`src/rtl/pts_pkg.sv`:
```
`default_nettype none

package pts_pkg;

  // Defaults for the top-level parameters
  localparam int MaxTasksDef = 32;
  localparam int TimeBitsDef = 16;

  // Fixed field widths
  localparam int IdWidth   = 5;
  localparam int PrioWidth = 8;
  localparam int TimeWidth = 16;

  // Tie-break generator: right-shifting Galois LFSR
  localparam int          LfsrWidth = 32;
  localparam logic [31:0] LfsrTaps  = 32'h8020_0003;
  localparam logic [31:0] LfsrOne   = 32'h0000_0001;

  // Commands from the controller to the datapath
  typedef struct packed {
    logic item_en;    // an input transaction is taken this cycle
    logic cfg_we;     // seed write
    logic div_start;  // advance the LFSR and load the remainder unit
    logic div_step;   // one remainder step
    logic rd_en;      // read the tie store
    logic out_load;   // load the result register and clear the round
  } cmd_t;

  // Status from the datapath to the controller
  typedef struct packed {
    logic have_best;
    logic multi_tie;
    logic div_last;
    logic out_free;
  } status_t;

endpackage

`default_nettype wire

```
`src/rtl/pts_ram.sv`:
```
`default_nettype none

module pts_ram #(
  parameter int WIDTH = 5,
  parameter int DEPTH = 32
) (
  input  wire logic                     clk_i,
  input  wire logic                     we_i,
  input  wire logic [$clog2(DEPTH)-1:0] waddr_i,
  input  wire logic [WIDTH-1:0]         wdata_i,
  input  wire logic                     re_i,
  input  wire logic [$clog2(DEPTH)-1:0] raddr_i,
  output      logic [WIDTH-1:0]         rdata_o
);

  logic [WIDTH-1:0] mem_q [DEPTH];
  logic [WIDTH-1:0] rdata_q;

  // Write port
  always_ff @(posedge clk_i) begin
    if (we_i) begin
      mem_q[waddr_i] <= wdata_i;
    end
  end

  // Registered read port
  always_ff @(posedge clk_i) begin
    if (re_i) begin
      rdata_q <= mem_q[raddr_i];
    end
  end

  assign rdata_o = rdata_q;

endmodule

`default_nettype wire

```
`src/rtl/pts_ctrl.sv`:
```
`default_nettype none

module pts_ctrl (
  input  wire logic             clk_i,
  input  wire logic             rst_ni,
  input  wire logic             in_valid_i,
  input  wire logic             is_last_i,
  input  wire logic             cfg_valid_i,
  input  wire pts_pkg::status_t status_i,
  output      logic             in_stall_o,
  output      logic             cfg_ready_o,
  output      pts_pkg::cmd_t    cmd_o
);

  localparam logic [2:0] StIdle    = 3'd0;
  localparam logic [2:0] StDecide  = 3'd1;
  localparam logic [2:0] StDivide  = 3'd2;
  localparam logic [2:0] StRead    = 3'd3;
  localparam logic [2:0] StDeliver = 3'd4;

  logic [2:0] state_q, state_d;
  logic       idle;

  assign idle        = (state_q == StIdle);
  assign in_stall_o  = !idle;
  assign cfg_ready_o = idle;

  // Next state and commands
  always_comb begin
    state_d         = state_q;
    cmd_o           = '0;
    cmd_o.item_en   = in_valid_i && idle;
    cmd_o.cfg_we    = cfg_valid_i && idle;
    case (state_q)
      StIdle: begin
        if (in_valid_i && is_last_i) begin
          state_d = StDecide;
        end
      end
      StDecide: begin
        if (!status_i.have_best) begin
          state_d = StDeliver;
        end else if (status_i.multi_tie) begin
          cmd_o.div_start = 1'b1;
          state_d         = StDivide;
        end else begin
          state_d = StRead;
        end
      end
      StDivide: begin
        cmd_o.div_step = 1'b1;
        if (status_i.div_last) begin
          state_d = StRead;
        end
      end
      StRead: begin
        cmd_o.rd_en = 1'b1;
        state_d     = StDeliver;
      end
      StDeliver: begin
        if (status_i.out_free) begin
          cmd_o.out_load = 1'b1;
          state_d        = StIdle;
        end
      end
      default: begin
        state_d = StIdle;
      end
    endcase
  end

  // Hold state
  always_ff @(posedge clk_i or negedge rst_ni) begin
    if (!rst_ni) begin
      state_q <= StIdle;
    end else begin
      state_q <= state_d;
    end
  end

`ifndef SYNTHESIS
  // The remainder unit runs only with a real tie
  a_div_needs_tie: assert property (@(posedge clk_i) disable iff (!rst_ni)
    (state_q == StDivide) |-> status_i.multi_tie)
    else $error("remainder pass without a tie");

  // The last remainder step hands over to the store read
  a_div_to_read: assert property (@(posedge clk_i) disable iff (!rst_ni)
    (state_q == StDivide && status_i.div_last) |=> (state_q == StRead))
    else $error("remainder pass did not end in a read");

  // A waiting result keeps the controller in delivery
  a_deliver_holds: assert property (@(posedge clk_i) disable iff (!rst_ni)
    (state_q == StDeliver && !status_i.out_free) |=> (state_q == StDeliver))
    else $error("delivery left while the result was stalled");
`endif

endmodule

`default_nettype wire

```
`src/rtl/pts_datapath.sv`:
```
`default_nettype none

module pts_datapath #(
  parameter int MAX_TASKS = pts_pkg::MaxTasksDef,
  parameter int TIME_BITS = pts_pkg::TimeBitsDef
) (
  input  wire logic                              clk_i,
  input  wire logic                              rst_ni,
  input  wire pts_pkg::cmd_t                     cmd_i,
  output      pts_pkg::status_t                  status_o,
  input  wire logic                              task_valid_i,
  input  wire logic [pts_pkg::IdWidth-1:0]       task_id_i,
  input  wire logic [pts_pkg::PrioWidth-1:0]     static_priority_i,
  input  wire logic [pts_pkg::TimeWidth-1:0]     arrival_time_i,
  input  wire logic [pts_pkg::TimeWidth-1:0]     total_duration_i,
  input  wire logic                              is_running_i,
  input  wire logic [pts_pkg::LfsrWidth-1:0]     random_seed_i,
  input  wire logic                              out_stall_i,
  output      logic                              out_valid_o,
  output      logic                              selected_valid_o,
  output      logic [pts_pkg::IdWidth-1:0]       selected_id_o,
  output      logic                              won_lottery_o
);

  localparam int CmpBits = (TIME_BITS < pts_pkg::TimeWidth) ? TIME_BITS : pts_pkg::TimeWidth;
  localparam int CW      = $clog2(MAX_TASKS + 1);
  localparam int IW      = $clog2(MAX_TASKS);
  localparam int LW      = pts_pkg::LfsrWidth;
  localparam int SW      = $clog2(pts_pkg::LfsrWidth);

  // Round state
  logic                          have_best_q, have_best_d;
  logic [pts_pkg::PrioWidth-1:0] best_prio_q, best_prio_d;
  logic [CmpBits-1:0]            best_arr_q, best_arr_d;
  logic [CmpBits-1:0]            best_dur_q, best_dur_d;
  logic                          best_run_q, best_run_d;
  logic [CW-1:0]                 tie_count_q, tie_count_d;
  logic [LW-1:0]                 lfsr_q, lfsr_d;

  // Remainder unit
  logic [LW-1:0] dividend_q, dividend_d;
  logic [CW-1:0] rem_q, rem_d;
  logic [SW-1:0] step_q, step_d;

  // Result register
  logic                        out_valid_q, out_valid_d;
  logic                        sel_valid_q;
  logic [pts_pkg::IdWidth-1:0] sel_id_q;
  logic                        won_q;

  logic [CmpBits-1:0]          arr_c, dur_c;
  logic                        beats, ties, store_we;
  logic [IW-1:0]               store_waddr, store_raddr;
  logic [pts_pkg::IdWidth-1:0] store_rdata;
  logic [LW-1:0]               lfsr_next;
  logic [CW:0]                 trial;
  logic                        multi_tie;

  assign arr_c = arrival_time_i[CmpBits-1:0];
  assign dur_c = total_duration_i[CmpBits-1:0];

  // Rank the candidate against the best so far
  always_comb begin
    beats = !have_best_q;
    if (static_priority_i != best_prio_q) begin
      beats = beats || (static_priority_i > best_prio_q);
    end else if (is_running_i != best_run_q) begin
      beats = beats || is_running_i;
    end else if (arr_c != best_arr_q) begin
      beats = beats || (arr_c < best_arr_q);
    end else begin
      beats = beats || (dur_c < best_dur_q);
    end
  end

  assign ties = have_best_q && (static_priority_i == best_prio_q) &&
                (is_running_i == best_run_q) && (arr_c == best_arr_q) &&
                (dur_c == best_dur_q);

  assign multi_tie = (tie_count_q > CW'(1));

  // One Galois step of the tie-break generator
  assign lfsr_next = (lfsr_q >> 1) ^ (lfsr_q[0] ? pts_pkg::LfsrTaps : '0);

  // Tie store access
  assign store_we    = cmd_i.item_en && task_valid_i &&
                       (beats || (ties && (tie_count_q < CW'(MAX_TASKS))));
  assign store_waddr = beats ? IW'(0) : tie_count_q[IW-1:0];
  assign store_raddr = multi_tie ? rem_q[IW-1:0] : IW'(0);

  assign trial = {rem_q, dividend_q[LW-1]};

  // Round, generator, remainder and result updates
  always_comb begin
    have_best_d = have_best_q;
    best_prio_d = best_prio_q;
    best_arr_d  = best_arr_q;
    best_dur_d  = best_dur_q;
    best_run_d  = best_run_q;
    tie_count_d = tie_count_q;
    lfsr_d      = lfsr_q;
    dividend_d  = dividend_q;
    rem_d       = rem_q;
    step_d      = step_q;
    out_valid_d = out_valid_q && out_stall_i;

    // Take a candidate
    if (cmd_i.item_en && task_valid_i) begin
      if (beats) begin
        have_best_d = 1'b1;
        best_prio_d = static_priority_i;
        best_arr_d  = arr_c;
        best_dur_d  = dur_c;
        best_run_d  = is_running_i;
        tie_count_d = CW'(1);
      end else if (ties && (tie_count_q < CW'(MAX_TASKS))) begin
        tie_count_d = tie_count_q + CW'(1);
      end
    end

    // Reload the seed, zero maps to one
    if (cmd_i.cfg_we) begin
      lfsr_d = (random_seed_i == '0) ? pts_pkg::LfsrOne : random_seed_i;
    end

    // Advance the generator and start the remainder
    if (cmd_i.div_start) begin
      lfsr_d     = lfsr_next;
      dividend_d = lfsr_next;
      rem_d      = '0;
      step_d     = '0;
    end

    // Restoring remainder, one bit per cycle
    if (cmd_i.div_step) begin
      dividend_d = dividend_q << 1;
      step_d     = step_q + SW'(1);
      if (trial >= {1'b0, tie_count_q}) begin
        rem_d = CW'(trial - {1'b0, tie_count_q});
      end else begin
        rem_d = trial[CW-1:0];
      end
    end

    // Publish the result and clear the round
    if (cmd_i.out_load) begin
      out_valid_d = 1'b1;
      have_best_d = 1'b0;
      tie_count_d = '0;
      best_prio_d = '0;
      best_arr_d  = '0;
      best_dur_d  = '0;
      best_run_d  = 1'b0;
    end
  end

  always_ff @(posedge clk_i or negedge rst_ni) begin
    if (!rst_ni) begin
      have_best_q <= 1'b0;
      tie_count_q <= '0;
      lfsr_q      <= pts_pkg::LfsrOne;
      step_q      <= '0;
      out_valid_q <= 1'b0;
    end else begin
      have_best_q <= have_best_d;
      tie_count_q <= tie_count_d;
      lfsr_q      <= lfsr_d;
      step_q      <= step_d;
      out_valid_q <= out_valid_d;
    end
  end

  // Payload registers
  always_ff @(posedge clk_i) begin
    best_prio_q <= best_prio_d;
    best_arr_q  <= best_arr_d;
    best_dur_q  <= best_dur_d;
    best_run_q  <= best_run_d;
    dividend_q  <= dividend_d;
    rem_q       <= rem_d;
    if (cmd_i.out_load) begin
      sel_valid_q <= have_best_q;
      sel_id_q    <= have_best_q ? store_rdata : '0;
      won_q       <= multi_tie;
    end
  end

  pts_ram #(
    .WIDTH (pts_pkg::IdWidth),
    .DEPTH (MAX_TASKS)
  ) u_tie_store (
    .clk_i   (clk_i),
    .we_i    (store_we),
    .waddr_i (store_waddr),
    .wdata_i (task_id_i),
    .re_i    (cmd_i.rd_en),
    .raddr_i (store_raddr),
    .rdata_o (store_rdata)
  );

  assign status_o.have_best = have_best_q;
  assign status_o.multi_tie = multi_tie;
  assign status_o.div_last  = (step_q == SW'(LW - 1));
  assign status_o.out_free  = !out_valid_q || !out_stall_i;

  assign out_valid_o      = out_valid_q;
  assign selected_valid_o = sel_valid_q;
  assign selected_id_o    = sel_id_q;
  assign won_lottery_o    = won_q;

`ifndef SYNTHESIS
  // The tie count saturates at the store depth
  a_tie_bound: assert property (@(posedge clk_i) disable iff (!rst_ni)
    tie_count_q <= CW'(MAX_TASKS))
    else $error("tie count beyond store depth");

  // A best candidate exists exactly when the store holds an entry
  a_best_count: assert property (@(posedge clk_i) disable iff (!rst_ni)
    have_best_q == (tie_count_q != '0))
    else $error("best flag and tie count disagree");

  // A loaded result is presented in the next cycle and the round is clear
  a_load_shows: assert property (@(posedge clk_i) disable iff (!rst_ni)
    cmd_i.out_load |=> (out_valid_q && !have_best_q))
    else $error("result load not presented");
`endif

endmodule

`default_nettype wire

```
`src/rtl/priority_task_selector_unit.sv`:
```
`default_nettype none

// Channel   Handshake                   Payload
// input     in_valid_i / in_stall_o     task_valid_i .. is_last_i
// output    out_valid_o / out_stall_i   selected_valid_o, selected_id_o, won_lottery_o
// config    cfg_valid_i / cfg_ready_o   random_seed_i
//
// A candidate transaction is one rank compare and at most one tie store write.
// A closing transaction stalls the input through Decide, Read and Deliver (an empty round
// skips Read); with a tie, Divide runs the 32-step remainder of the LFSR by the tie count first.
// Reset loads the LFSR with 1 and clears the round; the tie store is not cleared.
// A stalled result holds; the next candidates are still taken, the next close waits.

module priority_task_selector_unit #(
  parameter int MAX_TASKS = pts_pkg::MaxTasksDef,
  parameter int TIME_BITS = pts_pkg::TimeBitsDef
) (
  input  wire logic                          clk_i,
  input  wire logic                          rst_ni,
  input  wire logic                          in_valid_i,
  output      logic                          in_stall_o,
  input  wire logic                          task_valid_i,
  input  wire logic [pts_pkg::IdWidth-1:0]   task_id_i,
  input  wire logic [pts_pkg::PrioWidth-1:0] static_priority_i,
  input  wire logic [pts_pkg::TimeWidth-1:0] arrival_time_i,
  input  wire logic [pts_pkg::TimeWidth-1:0] total_duration_i,
  input  wire logic                          is_running_i,
  input  wire logic                          is_last_i,
  output      logic                          out_valid_o,
  input  wire logic                          out_stall_i,
  output      logic                          selected_valid_o,
  output      logic [pts_pkg::IdWidth-1:0]   selected_id_o,
  output      logic                          won_lottery_o,
  input  wire logic                          cfg_valid_i,
  output      logic                          cfg_ready_o,
  input  wire logic [pts_pkg::LfsrWidth-1:0] random_seed_i
);

  pts_pkg::cmd_t    cmd;
  pts_pkg::status_t status;

  pts_ctrl u_ctrl (
    .clk_i       (clk_i),
    .rst_ni      (rst_ni),
    .in_valid_i  (in_valid_i),
    .is_last_i   (is_last_i),
    .cfg_valid_i (cfg_valid_i),
    .status_i    (status),
    .in_stall_o  (in_stall_o),
    .cfg_ready_o (cfg_ready_o),
    .cmd_o       (cmd)
  );

  pts_datapath #(
    .MAX_TASKS (MAX_TASKS),
    .TIME_BITS (TIME_BITS)
  ) u_datapath (
    .clk_i             (clk_i),
    .rst_ni            (rst_ni),
    .cmd_i             (cmd),
    .status_o          (status),
    .task_valid_i      (task_valid_i),
    .task_id_i         (task_id_i),
    .static_priority_i (static_priority_i),
    .arrival_time_i    (arrival_time_i),
    .total_duration_i  (total_duration_i),
    .is_running_i      (is_running_i),
    .random_seed_i     (random_seed_i),
    .out_stall_i       (out_stall_i),
    .out_valid_o       (out_valid_o),
    .selected_valid_o  (selected_valid_o),
    .selected_id_o     (selected_id_o),
    .won_lottery_o     (won_lottery_o)
  );

endmodule

`default_nettype wire

```
`config.mk`:
```
export PLATFORM = sky130hd
export DESIGN_NAME = priority_task_selector_unit
export DESIGN_NICKNAME = d
export VERILOG_FILES = /design/src/rtl/pts_pkg.sv /design/src/rtl/pts_ram.sv /design/src/rtl/pts_ctrl.sv /design/src/rtl/pts_datapath.sv /design/src/rtl/priority_task_selector_unit.sv
export SDC_FILE = /design/constraint.sdc
export NUM_CORES = 1
export LEC_CHECK = 0
export BUFFER_PORTS_ARGS = -buffer_cell sky130_fd_sc_hd__buf_2
export CORE_UTILIZATION = 40
export CTS_CLUSTER_DIAMETER = 80
export CTS_CLUSTER_SIZE = 8
export DETAILED_ROUTE_END_ITERATION = 7
export RECOVER_POWER = 100
export SETUP_SLACK_MARGIN = 0.5
export SYNTH_ARGS = -nofsm -noshare
export SYNTH_HDL_FRONTEND = slang
export SYNTH_SLANG_ARGS = --single-unit
```
`constraint.sdc`:
```
create_clock -name clk_i -period 2.9 [get_ports clk_i]
set_input_delay 0 -clock clk_i [delete_from_list [all_inputs] [get_ports clk_i]]
set_output_delay 0 -clock clk_i [all_outputs]
set_load 0.01 [all_outputs]
```
## After elaboration in Yosys (flattened, before gate mapping)

Memory sizes are Yosys's and may differ from the RTL's. A register that Yosys moved wholly into a read port is not among the register bits.
Index checks and enable logic that the tools add are counted.

- Register bits: 134
- Bits in writable memories: 160
- Input bits: 85
- Output and inout bits: 10
- Word-level logic and storage cells: 113
- Memories kept: 1

- $add $sub $neg: 3
- $lt $le $gt $ge: 6
- Equality and inequality tests: 15
- Mux-type cells: 39
- Bitwise gates (word level): 1
- Reduce and logical (&&, ||, !) cells: 32

Memory list:

| memory | words | bits a word | read ports | clocked after memory_dff | write ports | RTL line | RTL |
|---|---|---|---|---|---|---|---|
| u_datapath.u_tie_store.mem_q | 32 | 5 | 1 | 1 | 1 | pts_ram.sv:16 | `logic [WIDTH-1:0] mem_q [DEPTH];` |

Operators with widths:

| kind | count |
|---|---|
| $mux 32 | 6 |
| $mux 6 | 7 |
| $eq 16x16->1 | 2 |
| $logic_not 32->1 | 1 |
| $lt 16x16->1 | 2 |
| $xor 31x32->32 | 1 |
| $mux 5 | 4 |
| $mux 1 | 17 |
| $ne 16x16->1 | 1 |
| $pmux 3 s5 | 1 |
| $mux 3 | 4 |
| $logic_and 1x1->1 | 11 |
| $eq 8x8->1 | 1 |
| $gt 8x8->1 | 1 |
| $ne 8x8->1 | 1 |
| $reduce_bool 2->1 | 4 |
| $ge 7x6->1 | 1 |
| $add 6x1->6 const B | 1 |
| $eq 3x2->1 const B | 2 |
| $gt 6x1->1 const B | 1 |
| $logic_or 1x1->1 | 6 |
| $lt 6x6->1 const B | 1 |
| $ne 2x2->1 const B | 3 |
| $reduce_and 2->1 | 3 |
| other kinds (11) | 14 |

## Logic depth before layout (Yosys ltp)

- Word-level depth: 10
- Gate-level depth with buffers: 12
- Gate-level depth less buffers: 10

## Modules after synthesis

Synthesis repeated with hierarchy kept, for this count alone.

- Cell total of the unflattened synthesis: 1047
- Area, all modules: 13545.5 um^2

By module, submodules not included:

| module | times used | cells an instance | area an instance (um^2) |
|---|---|---|---|
| pts_datapath | 1 | 747 | 6934.2 |
| pts_ram | 1 | 277 | 6394.9 |
| pts_ctrl | 1 | 23 | 216.5 |

## Worst setup path after synthesis

No wires, ideal clock.

- Path type: reg-to-reg
- From: register u_datapath.best_dur_q[15]
- To: memory u_datapath.u_tie_store.mem_q[23][0], enable pin
- Data arrival time: 2742 ps
- Path slack: -181 ps
- Stages on the path, launching flop included: 11
- Buffers on the path: 1
- Clock period less this slack: 3081 ps
- Path through: dfxtp_1 -> inv_1 -> ha_1 -> nand4_1 -> nor3_1 -> o21ai_0 -> a41o_1 -> or4b_1 -> clkbuf_1 -> or3_4 -> nor2_1

- Cells in the longest elaborated chain, start to end: 9
- Elaborated cells between the ends (all ways): 13
- Classes of those cells: 1 x order compare; 1 x eq/ne; 6 x mux; 5 x reduce/logical

RTL lines:

| what | RTL line | RTL |
|---|---|---|
| start, declared | pts_datapath.sv:35 | `logic [CmpBits-1:0] best_dur_q, best_dur_d;` |
| start signal, assigned | pts_datapath.sv:177 | `best_dur_q <= best_dur_d;` |
| $lt 16x16->1 | pts_datapath.sv:72 | `beats = beats \|\| (dur_c < best_dur_q);` |
| $logic_or 1x1->1 | pts_datapath.sv:72 |  |
| $mux 1 | pts_datapath.sv:69 | `end else if (arr_c != best_arr_q) begin` |
| $mux 1 | pts_datapath.sv:67 | `end else if (is_running_i != best_run_q) begin` |
| $mux 1 | pts_datapath.sv:65 | `if (static_priority_i != best_prio_q) begin` |
| $logic_or 1x1->1 | pts_datapath.sv:87 | `(beats \|\| (ties && (tie_count_q < CW'(MAX_TASKS))));` |
| $logic_and 1x1->1 | pts_datapath.sv:86 | `assign store_we = cmd_i.item_en && task_valid_i &&` |
| $mux 1 | pts_ram.sv:21 | `if (we_i) begin` |
| $mux 1 (implied by the code) | pts_ram.sv:22 | `mem_q[waddr_i] <= wdata_i;` |
| end, declared | pts_ram.sv:16 |  |

Parallel ways exist; a longest one is shown, timed or not.

## Worst setup path after layout

- From: register u_datapath.best_dur_q[15]
- To: memory u_datapath.u_tie_store.mem_q[19][3], enable pin

The elaborated chain is that of the path after synthesis.

==> metrics <==
total gr overflow=0; Hold WC Path Type=input pin to flop; Synth Register Bits=299; Yosys warning count=0; num rows=67; Clock Tree Root=clkbuf_16; Final Power=17.6 mW; DP Worst Slack=-197 ps; failing checks=capacitance limit, slew limit, setup timing; fin crit period=3130 ps; Cell Int Power=11.4 mW; Starting DRT DRC Count=1069; P_leak=6.94 nW; Skew-Pair Late Insertion Delay=530 ps; Routed Antenna Nets=0; top_reg_cell synth=edfxtp_1; actual slew at the worst max-slew pin=1990 ps; Avg Cell Area, Syn=11.3 µm²; vias in the first global route=10545; Avg WL per Cell=20.2 µm; port buffer count=94; Die Ht=187 µm; Area growth syn-to-layout=38.5%; most common cell in the synthesized netlist=edfxtp_1; Initial Utilization=40.7%; status=finished with violations; Worst-path clk slew=50 ps; most frequent cells after synthesis=edfxtp_1 (209), nand2_1 (121), nand3_1 (101), o21ai_0 (98), inv_1 (87); Worst setup SP type=flop; slowest stage delay, CP=520 ps; busiest layer in global routing=met2; Critical Path Most Common Cell=or3_4; met3 Resource Use GR=3.16%; CP Max Fanout=5; Clock Skew=18.5 ps; final worst slack=-225 ps; drt total wl=39000 µm; H-Tree Depth=2; fin area=18900 µm²; CP Data Arrival Time=3330 ps; Hold Vio Cnt, Final=0; largest net degree at the start of global routing=63; DR vias=10828; post-synth top area share=46.0%; power per cell area=932 nW/µm²; maximum vdd drop=0.451 mV; GR Util met1=28.2%; Final Cycle Share=108%; sequential share of power=34.6%; relative slew slack=-32.7%; drt via density=5.60; Synth cell types=69; CP cell instances=inv_2, ha_4, nand4_1, or3_4, a41o_1, or4b_4, or3_4, nor3_4; clock buffer count from CTS=43; Clock Path Buffers=3; met2 GRT Util=33.3%; CTS tree=yes; top cells by area, synth=edfxtp_1 (46%), dfrtp_1 (8.6%), dfxtp_1 (6.2%); Worst setup EP type=flop; clk sinks=299; Post-synth EDFFs=209; Post-Syn Area=13600 µm²; ratio of cells with drive above 1 in the final layout=30.9%; Synth area leader=edfxtp_1; ys async rst share=16.1%; I/O pin count=95; Syn Nets=1349; WP data required=3110 ps; # fillers=2780; Pre-Repair DR Iteration Count=8; Post-DP Area=15300 µm²; RSZ-0062 raised after global routing=true; Final HPWL DP=21600 µm; fmax=0.320 GHz; register area share after synthesis=61.0%; # diodes=0; area of the die=34800 µm²; Final GP Congestion=0.808; antenna violations before repair=0; global-route wire length before repair=56900 µm; Final nets=1604; max-slew violations=201; slowest library cell on the worst path=or4b_4; switch share=35.5%; Comb pwr share=39.8%; Setup violations, final=142; power share of the clock group=25.6%; CP Class=flop to flop; core footprint=33500 µm²; Max-Cap Viols=6; Die W=187 µm; DRC viols=0; post-synthesis cell count=1212; Net Switching=6.25 mW; GRT Total Usage=20.4%
[path summary, 6_finish.rpt]
path                                                start                                   to  slack [ps]  depth (start not counted)
worst min-delay path                          cfg_valid_i                u_datapath.lfsr_q[21]          10                          4
worst max-delay path            u_datapath.best_dur_q[15]  u_datapath.u_tie_store.mem_q[19][3]        -230                          8
worst max register to register  u_datapath.best_dur_q[15]  u_datapath.u_tie_store.mem_q[19][3]        -230                          8
min in group asynchronous                          rst_ni                u_datapath.lfsr_q[12]         580                          2
worst min register to register   u_datapath.best_arr_q[9]             u_datapath.best_arr_q[9]         480                          2
max in group asynchronous                          rst_ni            u_datapath.tie_count_q[0]         680                          3
[registers in the layout (all words and copies together) (netlist names)]
signal	flops
u_datapath.best_dur_q	16
u_datapath.u_tie_store.mem_q	160
u_datapath.best_run_q	1
u_datapath.best_arr_q	16
u_datapath.lfsr_q	32
u_datapath.best_prio_q	8
u_datapath.out_valid_o	1
u_datapath.rem_q	6
u_ctrl.state_q	3
u_datapath.tie_count_q	6
u_datapath.selected_valid_o	1
u_datapath.selected_id_o	5
u_datapath.have_best_q	1
u_datapath.u_tie_store.rdata_o	5
u_datapath.dividend_q	32
u_datapath.won_lottery_o	1
u_datapath.step_q	5
[stage by stage]
step | cells | setup TNS (ps) | utilization (%) | hold slack [ps]
5_1_grt | 1932 | -37160 | 56.3 | 50.4
4_1_cts | 1892 | -6040 | 52.4 | 52.2
2_1_floorplan | 1212 | -94.2 | - | -296
3_5_place_dp | 1746 | -17830 | 45.7 | 136
6_report | 1932 | -12850 | 56.3 | 10.8
3_3_place_gp | 1746 | -7800 | 45.7 | 149
[worst max-delay path: cells and delay by family (launching register included)]
family,cells,cell delay [ps]
buffers and inverters,1,50
AOI/OAI and AO/OA,1,290
and+or+nand+nor,5,1890
DFF,1,340
adders and majority gates,1,250
[logic make-up after synthesis]
| logic type | synth area share [%] |
|---|---|
| AOI/OAI and AO/OA | 15.0 |
| xor gates and xnor gates | 0.321 |
| adders and majority gates | 4.83 |
| buffers and inverters | 4.55 |
| DFF | 61.0 |
| muxes | 1.56 |
| and+or+nand+nor | 12.7 |
[layout by cell type (no fill, tap or decap), types with 8 or more instances in the layout]
| master | netlist | final |
|---|---|---|
| nand3_1 | 101 | 67 |
| a222oi_1 | 29 | 29 |
| nor2_4 | 0 | 31 |
| nor2_1 | 49 | 17 |
| ha_4 | 0 | 21 |
| dlygate4sd3_1 | 0 | 77 |
| mux2_2 | 10 | 10 |
| nand4_1 | 14 | 14 |
| nand3_4 | 0 | 11 |
| buf_12 | 0 | 12 |
| nor4_1 | 14 | 13 |
| nand3_2 | 1 | 24 |
| inv_1 | 87 | 74 |
| dfrtp_1 | 47 | 46 |
| o21ai_0 | 98 | 67 |
| buf_6 | 1 | 22 |
| nand2b_1 | 8 | 8 |
| clkbuf_16 | 0 | 50 |
| buf_2 | 4 | 82 |
| buf_4 | 1 | 52 |
| o21ai_1 | 10 | 36 |
| a22o_1 | 30 | 30 |
| a21oi_1 | 83 | 51 |
| a21oi_2 | 0 | 31 |
| dfxtp_2 | 0 | 19 |
| dfxtp_1 | 42 | 23 |
| ha_1 | 51 | 30 |
| inv_2 | 1 | 12 |
| edfxtp_1 | 209 | 209 |
| clkbuf_1 | 61 | 37 |
| nand2_1 | 121 | 118 |
[area by class of cell]
type / count / area, µm² / area share [%]
Multi-Input combinational cell: 753 / 6020 / 31.9
Tap cell: 448 / 561 / 2.97
Clock inverter: 3 / 32.5 / 0.172
Sequential cell: 299 / 8340 / 44.2
Clock buffer: 59 / 1160 / 6.13
Inverter: 88 / 339 / 1.79
Timing Repair Buffer: 282 / 2430 / 12.9
[power groups by stage]
stage | clock, mW | combinational [mW] | sequential, mW
final | 4.50 | 7.01 | 6.10
after global placement | 0 | 4.92 | 6.08
after floorplan | 0 | 3.52 | 5.95
after CTS | 4.59 | 5.23 | 6.05
after global routing | 4.77 | 7.61 | 6.18
after detailed placement | 0 | 4.99 | 6.09
[routing by layer]
metal,wire (µm),share of wire [%]
met5,0,0
met4,881,2.3
met3,2200,5.6
met2,18500,47
met1,17400,45
[timing repair]
action	CTS	global route
resized for setup	52	223
gates cloned	0	14
buffers inserted	7	26
endpoints found under the hold margin	109	0
hold buffers	77	0
pin swaps	22	91
endpoints found under the setup margin	276	318
Note: power is estimated with default switching activity, not from simulation.
